`config.mk`:
```
export PLATFORM = sky130hd
export DESIGN_NAME = first_free_slot_owner_table_core
export DESIGN_NICKNAME = d
export VERILOG_FILES = /design/src/sv/ffsot_pkg.sv /design/src/sv/first_free_slot_owner_table_core.sv /design/src/sv/ffsot_cell.sv
export SDC_FILE = /design/constraint.sdc
export NUM_CORES = 2
export LEC_CHECK = 0
export BUFFER_PORTS_ARGS = -buffer_cell sky130_fd_sc_hd__buf_2
export CAP_MARGIN = 5
export CORE_MARGIN = 1
export CORE_UTILIZATION = 55
export DETAILED_ROUTE_END_ITERATION = 12
export PLACE_DENSITY = 0.71
export SLEW_MARGIN = 20
export SYNTH_ARGS = -nofsm -noshare
export SYNTH_HDL_FRONTEND = slang
export SYNTH_SLANG_ARGS = --single-unit
```
`constraint.sdc`:
```
create_clock -name clk_i -period 6 [get_ports clk_i]
set_clock_uncertainty 0.2 [all_clocks]
set_input_delay 0.9 -clock clk_i [delete_from_list [all_inputs] [get_ports clk_i]]
set_output_delay 0.9 -clock clk_i [all_outputs]
set_load 0.01 [all_outputs]
```
`src/sv/ffsot_pkg.sv`:
```
// Shared types and constants for the first-free slot owner table.
package ffsot_pkg;

  localparam int unsigned SEAT_W   = 7;
  localparam int unsigned PERSON_W = 16;
  localparam int unsigned CAP_W    = 7;
  localparam int unsigned PADDR_W  = 3;
  localparam int unsigned PDATA_W  = 32;

  localparam int unsigned DEF_SEATS   = 64;
  localparam int unsigned DEF_ID_BITS = 16;

  localparam logic [CAP_W-1:0] CAP_RESET = 7'd64;

  // register index, taken from paddr[2]
  localparam logic REG_CAPACITY = 1'b0;

  typedef enum logic [1:0] {
    OP_RESERVE = 2'd0,
    OP_RELEASE = 2'd1,
    OP_QUERY   = 2'd2,
    OP_CLEAR   = 2'd3
  } op_e;

  typedef struct packed {
    op_e                 op;
    logic [PERSON_W-1:0] person_id;
    logic [SEAT_W-1:0]   seat_number;
  } item_t;

  typedef struct packed {
    logic                ok;
    logic [SEAT_W-1:0]   seat;
    logic [PERSON_W-1:0] person;
    logic [CAP_W-1:0]    free_count;
    logic [CAP_W-1:0]    occupied_count;
  } result_t;

  // command broadcast to every cell while a word walks the row
  typedef struct packed {
    logic                en;
    op_e                 op;
    logic [PERSON_W-1:0] pid;
    logic [SEAT_W-1:0]   slot;
    logic [CAP_W-1:0]    cap;
  } cmd_t;

  // token handed from cell to cell
  typedef struct packed {
    logic                act;
    logic                found;
    logic [SEAT_W-1:0]   seat;
    logic [PERSON_W-1:0] person;
  } link_t;

endpackage

```
`src/sv/first_free_slot_owner_table_core.sv`:
```
// Top level of the first-free slot owner table: command port, APB port, cell row.
//
//   channel   signals                          handshake
//   command   item_i                           start high, busy low
//   result    result_o                         result_valid_o, one cycle
//   config    psel penable pwrite paddr pwdata psel & penable & pwrite, pready=1
//
// A new item is accepted only once the last one is done: a token walks the row
// of SEATS cells one cell a cycle and the result is registered behind the last
// cell. The result strobe rises as busy falls.
// Reset and capacity writes free every slot at once; no clearing pass.
// The receiver cannot stall; results are never held.
module first_free_slot_owner_table_core #(
  parameter int unsigned SEATS   = ffsot_pkg::DEF_SEATS,
  parameter int unsigned ID_BITS = ffsot_pkg::DEF_ID_BITS
) (
  input  logic                             clk_i,
  input  logic                             rst_ni,
  input  logic                             start,
  output logic                             busy,
  input  ffsot_pkg::item_t                 item_i,
  output logic                             result_valid_o,
  output ffsot_pkg::result_t               result_o,
  input  logic                             psel,
  input  logic                             penable,
  input  logic                             pwrite,
  input  logic [ffsot_pkg::PADDR_W-1:0]    paddr,
  input  logic [ffsot_pkg::PDATA_W-1:0]    pwdata,
  output logic [ffsot_pkg::PDATA_W-1:0]    prdata,
  output logic                             pready
);

  localparam logic [ffsot_pkg::PERSON_W-1:0] IdMask =
    (ID_BITS >= ffsot_pkg::PERSON_W) ? '1
                                     : ffsot_pkg::PERSON_W'((64'd1 << ID_BITS) - 64'd1);

  logic [ffsot_pkg::CAP_W-1:0] cap_q, cap_d;
  logic [ffsot_pkg::CAP_W-1:0] used_q, used_d;
  logic [ffsot_pkg::CAP_W-1:0] cap_eff;
  logic                        busy_q, busy_d;
  logic                        launch_q;
  logic                        done_q;
  ffsot_pkg::cmd_t             cmd_q, cmd_d;
  ffsot_pkg::result_t          res_q, res_d;
  ffsot_pkg::link_t            link [SEATS+1];
  logic                        accept;
  logic                        cfg_wr;
  logic                        wipe;
  logic                        tail;
  logic [ffsot_pkg::PERSON_W-1:0] pid_m;
  logic                        slot_ok;

  assign pready  = 1'b1;
  assign cfg_wr  = psel && penable && pwrite && pready;
  assign wipe    = cfg_wr && (paddr[2] == ffsot_pkg::REG_CAPACITY);
  assign prdata  = (paddr[2] == ffsot_pkg::REG_CAPACITY)
                   ? ffsot_pkg::PDATA_W'(cap_q) : '0;

  assign cap_eff = (32'(cap_q) > SEATS) ? ffsot_pkg::CAP_W'(SEATS) : cap_q;
  assign accept  = start && !busy_q;
  assign tail    = link[SEATS].act;
  assign pid_m   = item_i.person_id & IdMask;
  assign slot_ok = (item_i.seat_number != '0) && (item_i.seat_number <= cap_eff);

  // command latch
  always_comb begin
    cmd_d      = cmd_q;
    cmd_d.op   = item_i.op;
    cmd_d.pid  = pid_m;
    cmd_d.slot = item_i.seat_number;
    cmd_d.cap  = cap_eff;
    unique case (item_i.op)
      ffsot_pkg::OP_RESERVE: cmd_d.en = (cap_eff != '0) && (pid_m != '0) &&
                                        (used_q < cap_eff);
      ffsot_pkg::OP_RELEASE,
      ffsot_pkg::OP_QUERY:   cmd_d.en = (cap_eff != '0) && slot_ok;
      ffsot_pkg::OP_CLEAR:   cmd_d.en = cap_eff != '0;
      default:               cmd_d.en = 1'b0;
    endcase
    if (!accept) begin
      cmd_d = cmd_q;
    end
  end

  // busy, capacity, result and occupancy update; results taken at the end of the row
  always_comb begin
    ffsot_pkg::link_t t;
    t      = link[SEATS];
    used_d = used_q;
    res_d  = res_q;
    busy_d = busy_q;
    cap_d  = cap_q;
    if (accept) begin
      busy_d = 1'b1;
    end
    if (tail) begin
      busy_d       = 1'b0;
      res_d.seat   = cmd_q.slot;
      res_d.person = '0;
      res_d.ok     = 1'b0;
      unique case (cmd_q.op)
        ffsot_pkg::OP_RESERVE: begin
          res_d.ok   = t.found;
          res_d.seat = t.found ? t.seat : '0;
          if (t.found) begin
            used_d = used_q + ffsot_pkg::CAP_W'(1);
          end
        end
        ffsot_pkg::OP_RELEASE: begin
          res_d.person = t.person;
          res_d.ok     = cmd_q.en && (t.person != '0);
          if (res_d.ok && (used_q != '0)) begin
            used_d = used_q - ffsot_pkg::CAP_W'(1);
          end
        end
        ffsot_pkg::OP_QUERY: begin
          res_d.person = t.person;
          res_d.ok     = cmd_q.en;
        end
        ffsot_pkg::OP_CLEAR: begin
          res_d.ok = cmd_q.en;
          if (cmd_q.en) begin
            used_d = '0;
          end
        end
        default: begin
          res_d.ok = 1'b0;
        end
      endcase
      res_d.occupied_count = used_d;
      res_d.free_count     = (cap_eff >= used_d) ? cap_eff - used_d : '0;
    end
    if (wipe) begin
      cap_d  = pwdata[ffsot_pkg::CAP_W-1:0];
      used_d = '0;
    end
  end

  always_ff @(posedge clk_i or negedge rst_ni) begin
    if (!rst_ni) begin
      cap_q    <= ffsot_pkg::CAP_RESET;
      used_q   <= '0;
      busy_q   <= 1'b0;
      launch_q <= 1'b0;
      done_q   <= 1'b0;
    end else begin
      cap_q    <= cap_d;
      used_q   <= used_d;
      busy_q   <= busy_d;
      launch_q <= accept;
      done_q   <= tail;
    end
  end

  always_ff @(posedge clk_i) begin
    cmd_q <= cmd_d;
    res_q <= res_d;
  end

  assign link[0] = '{act: launch_q, found: 1'b0, seat: '0, person: '0};

  for (genvar k = 0; k < SEATS; k++) begin : g_cell
    ffsot_cell #(
      .IDX     (k),
      .ID_BITS (ID_BITS)
    ) u_cell (
      .clk_i  (clk_i),
      .rst_ni (rst_ni),
      .wipe_i (wipe),
      .cmd_i  (cmd_q),
      .link_i (link[k]),
      .link_o (link[k+1])
    );
  end

  assign busy           = busy_q;
  assign result_valid_o = done_q;
  assign result_o       = res_q;

endmodule

```
`src/sv/ffsot_cell.sv`:
```
// One slot of the owner table: holds an owner id and forwards the token.
module ffsot_cell #(
  parameter int unsigned IDX     = 0,
  parameter int unsigned ID_BITS = ffsot_pkg::DEF_ID_BITS
) (
  input  logic              clk_i,
  input  logic              rst_ni,
  input  logic              wipe_i,
  input  ffsot_pkg::cmd_t   cmd_i,
  input  ffsot_pkg::link_t  link_i,
  output ffsot_pkg::link_t  link_o
);

  logic [ID_BITS-1:0] owner_q, owner_d;
  ffsot_pkg::link_t   link_q, link_d;
  logic               in_cap;
  logic               hit;

  assign in_cap = IDX < 32'(cmd_i.cap);
  assign hit    = 32'(cmd_i.slot) == (IDX + 1);

  always_comb begin
    owner_d = owner_q;
    link_d  = link_i;
    if (wipe_i) begin
      owner_d = '0;
    end else if (link_i.act && cmd_i.en) begin
      unique case (cmd_i.op)
        ffsot_pkg::OP_RESERVE: begin
          if (!link_i.found && in_cap && (owner_q == '0)) begin
            owner_d      = ID_BITS'(cmd_i.pid);
            link_d.found = 1'b1;
            link_d.seat  = ffsot_pkg::SEAT_W'(IDX + 1);
          end
        end
        ffsot_pkg::OP_RELEASE: begin
          if (hit) begin
            link_d.person = ffsot_pkg::PERSON_W'(owner_q);
            owner_d       = '0;
          end
        end
        ffsot_pkg::OP_QUERY: begin
          if (hit) begin
            link_d.person = ffsot_pkg::PERSON_W'(owner_q);
          end
        end
        ffsot_pkg::OP_CLEAR: begin
          owner_d = '0;
        end
        default: begin
          owner_d = owner_q;
        end
      endcase
    end
  end

  always_ff @(posedge clk_i or negedge rst_ni) begin
    if (!rst_ni) begin
      owner_q <= '0;
      link_q  <= '0;
    end else begin
      owner_q <= owner_d;
      link_q  <= link_d;
    end
  end

  assign link_o = link_q;

endmodule
```
==> results.toml <==
[pwr]
p_leak_nw = 55.3
power_density_mw_per_mm2 = 340
power_w = 0.0380
irDropWorstVdd_mv = 0.255

[global_route]
grt_overflow = 0
grt_max_degree = 166
track_usage_pct = 29.8
grt_pass1_vias = 60900
grt_pass1_wl_mm = 396
antenna_found_initial = 38

[run_status]
violations = "antenna violations"
status = "finished, violations left"

[floorplanning]
core-area_mm2 = 0.179
io_pins = 139
dieWidth_um = 426
die_y_um = 426
start_util_pct = 55.5
rows = 155
die_area_mm2 = 0.182

[clock_tree]
htree_levels = 5
cts_tree = "done"
clk_pin_slew_ns = 0.06
cts_made_buffers = 275
cts_sinks = 2591
clock_path_buffers = 4
root_buffer = "clkbuf_16"
insertion_delay_ns = 0.93

[worst_setup_path]
timing.critical_path.slowest_stage_cell = "ha_1"
cp-end-kind = "register"
crit_arrival_ns = 5.42
path_class = "register to register"
crit_required_ns = 6.46
crit_fanout = 24
cp-start-kind = "register"
crit_chain = "buf_4 > inv_1 > ha_1 > inv_2 > buf_4 > nor2_1 > nand2_1 > o21ai_0 > a22oi_1 > ha_1 > a21o_1 > nand2_1 > a211oi_1 > a311oi_1 > maj3_1 > xnor2_1 > and2_1"
slowest_delay_ns = 0.54

[cells_and_area]
fin_cells = 9760
fin_nets = 7276
seq_area_mm2 = 0.0652
drive_above_1_share_pct = 35.9
final_common_cell = "dfrtp_1"
syn2layout_area_growth_pct = 12.8
multiInputGateArea_mm2 = 0.0323
final.fill_count = 12900
finalInstanceArea_mm2 = 0.112
layout_common_cells = "dfrtp_1 (2518), mux2_2 (1616), nand2_1 (516)"

[yosys]
synth_area_mm2 = 0.0991
synth_area_leaders = "dfrtp_1 (64%), mux2_2 (18%), o21ai_0 (2.3%)"
seq_area_frac_synth_pct = 65.8
synth-seq-cells = 2591
synthArstFlopShare_pct = 97.3
synth.largest_area_cell = "dfrtp_1"
yosysUniqueCellTypes = 70
syn_area_per_cell_um2 = 14.1
yosysWarnings = 0
synth_edf_count = 71
yosysTopAreaCellShare_pct = 63.6
syn_inst = 7003
synth_ff_type = "dfrtp_1"

[timing]
setup_viol = 0
timing.final.max_slew_violations = 0
fin_hold_ws_ns = 0.0592
worst_pin_slew_ns = 1.25
setup-tns-final_ns = 0
max_freq_mhz = 202
post-route-period-util_pct = 82.6
period_minus_slack_ns = 4.96
relSlewSlack_pct = 16.0
finalHoldViolCount = 0
rsz0062_at_grt = "false"

[placed_design]
finalWeightedCongestion = 0.892
port-buffer-count = 85
place_area_mm2 = 0.102
dpl.hpwl_mm = 175
numPlacedInstances = 9230

[route]
num_vias = 58200
postRouteAntennaNets = 1
viasPerCell = 5.96
wl_mm = 266
wl_per_cell_um = 27.3
drt_iter0_drc = 5140
firstDrtPassIters = 7
post-route-drc-count = 0

[min_path]
hold_class = "input port to register"

[flow_run]
maxCapViolCount = 0
==> area by class of cell <==
type / instances / share of cell area [%]
clock inverters: 70 / 0.787
well taps: 2355 / 2.64
diodes: 35 / 0.0784
multi-input cells: 4005 / 28.9
repair buffers: 276 / 1.90
inverters: 32 / 0.107
clock buffers: 396 / 7.22
flip-flops and latches: 2591 / 58.3
==> what timing repair did <==
item,in CTS,in global routing
hold buffers,28,0
resized for setup,0,0
buffers inserted,0,0
endpoints found under the hold margin,113,0
==> kinds of logic (layout without fill, tap and decap cells) <==
logic type | count (synthesis) | count (layout) | synth area share [%]
other | 2 | 61 | 0.00758
muxes | 1651 | 1651 | 18.9
DFF | 2591 | 2591 | 65.8
and+or+nand+nor | 1619 | 1619 | 8.86
AOI/OAI and AO/OA | 667 | 667 | 4.03
adders and majority gates | 32 | 32 | 0.404
buffers and inverters | 431 | 774 | 1.91
xor gates and xnor gates | 10 | 10 | 0.0884
==> cells in the mapped netlist (4+ instances only) <==
master and number:
a2111oi_0 21, a211oi_1 24, a21o_1 6, a21oi_1 38, a21oi_2 26, a21oi_4 4
a22o_1 6, a41oi_1 10, and2_0 7, and2_1 44, and3_1 18, and4_1 65
buf_1 8, buf_2 43, buf_4 44, clkbuf_1 299, dfrtp_1 2519, edfxtp_1 71
ha_1 28, inv_1 29, mux2_2 1616, mux2_4 30, nand2_1 516, nand2b_1 11
nand3_1 36, nand4_1 110, nor2_1 76, nor2b_1 151, nor3_1 66, nor4_1 209
o2111ai_1 45, o211ai_1 4, o21ai_0 457, or2_2 251, or3_1 4, or4_1 47
xnor2_1 7
==> sequential cells by signal, indices dropped and copies added, names as in the netlist <==
register / flops
g_cell.u_cell.owner_q: 1024
launch_q: 1
cap_q: 7
result_o: 38
used_q: 7
busy: 1
g_cell.u_cell.link_o: 1479
result_valid_o: 1
cmd_q: 33
==> per-layer routing <==
metal / part of all wire [%] / vias to the layer above / track usage, %
met5: 0.035 / - / 0
met4: 5.4 / 14 / 15.3
met3: 7.1 / 664 / 5.94
met2: 48 / 2180 / 48.0
met1: 39 / 30200 / 38.6
li1: - / 25100 / -
==> worst max-delay path: cells and delay by family (launching register included) <==
kind,cells,cell delay (ns)
xor gates and xnor gates,1,0.14
AOI/OAI and AO/OA,5,0.79
DFF,1,0.36
and+or+nand+nor,4,0.82
adders and majority gates,3,1.28
buffers and inverters,4,1.10
==> per-stage QoR <==
step / util, % / setup slack, ns
after floorplan: - / 1.73
after global placement: 57.3 / 1.28
after detailed placement: 57.3 / 1.23
after CTS: 62.5 / 1.21
after global routing: 62.5 / 0.919
final: 62.6 / 1.04
==> final timing paths <==
path,startpoint,end,slack (ns),cells past startpoint
min in group asynchronous,rst_ni,g_cell[63].u_cell.link_o[10],0.41,2
setup / recovery,cmd_q[30],result_o[12],1.04,17
hold reg to reg,g_cell[62].u_cell.link_o[24],g_cell[63].u_cell.link_o[24],0.19,0
hold / removal,item_i[5],cmd_q[12],0.06,1
setup reg to reg,cmd_q[30],result_o[12],1.04,17
max in group asynchronous,rst_ni,g_cell[52].u_cell.link_o[13],3.52,3
==> report_power, final <==
part           switching (W)  internal (W)
combinational        0.00116      0.000914
clock                0.00675        0.0101
sequential          0.000673        0.0184
total                0.00859        0.0295
Power figures use the tool's default switching activity.
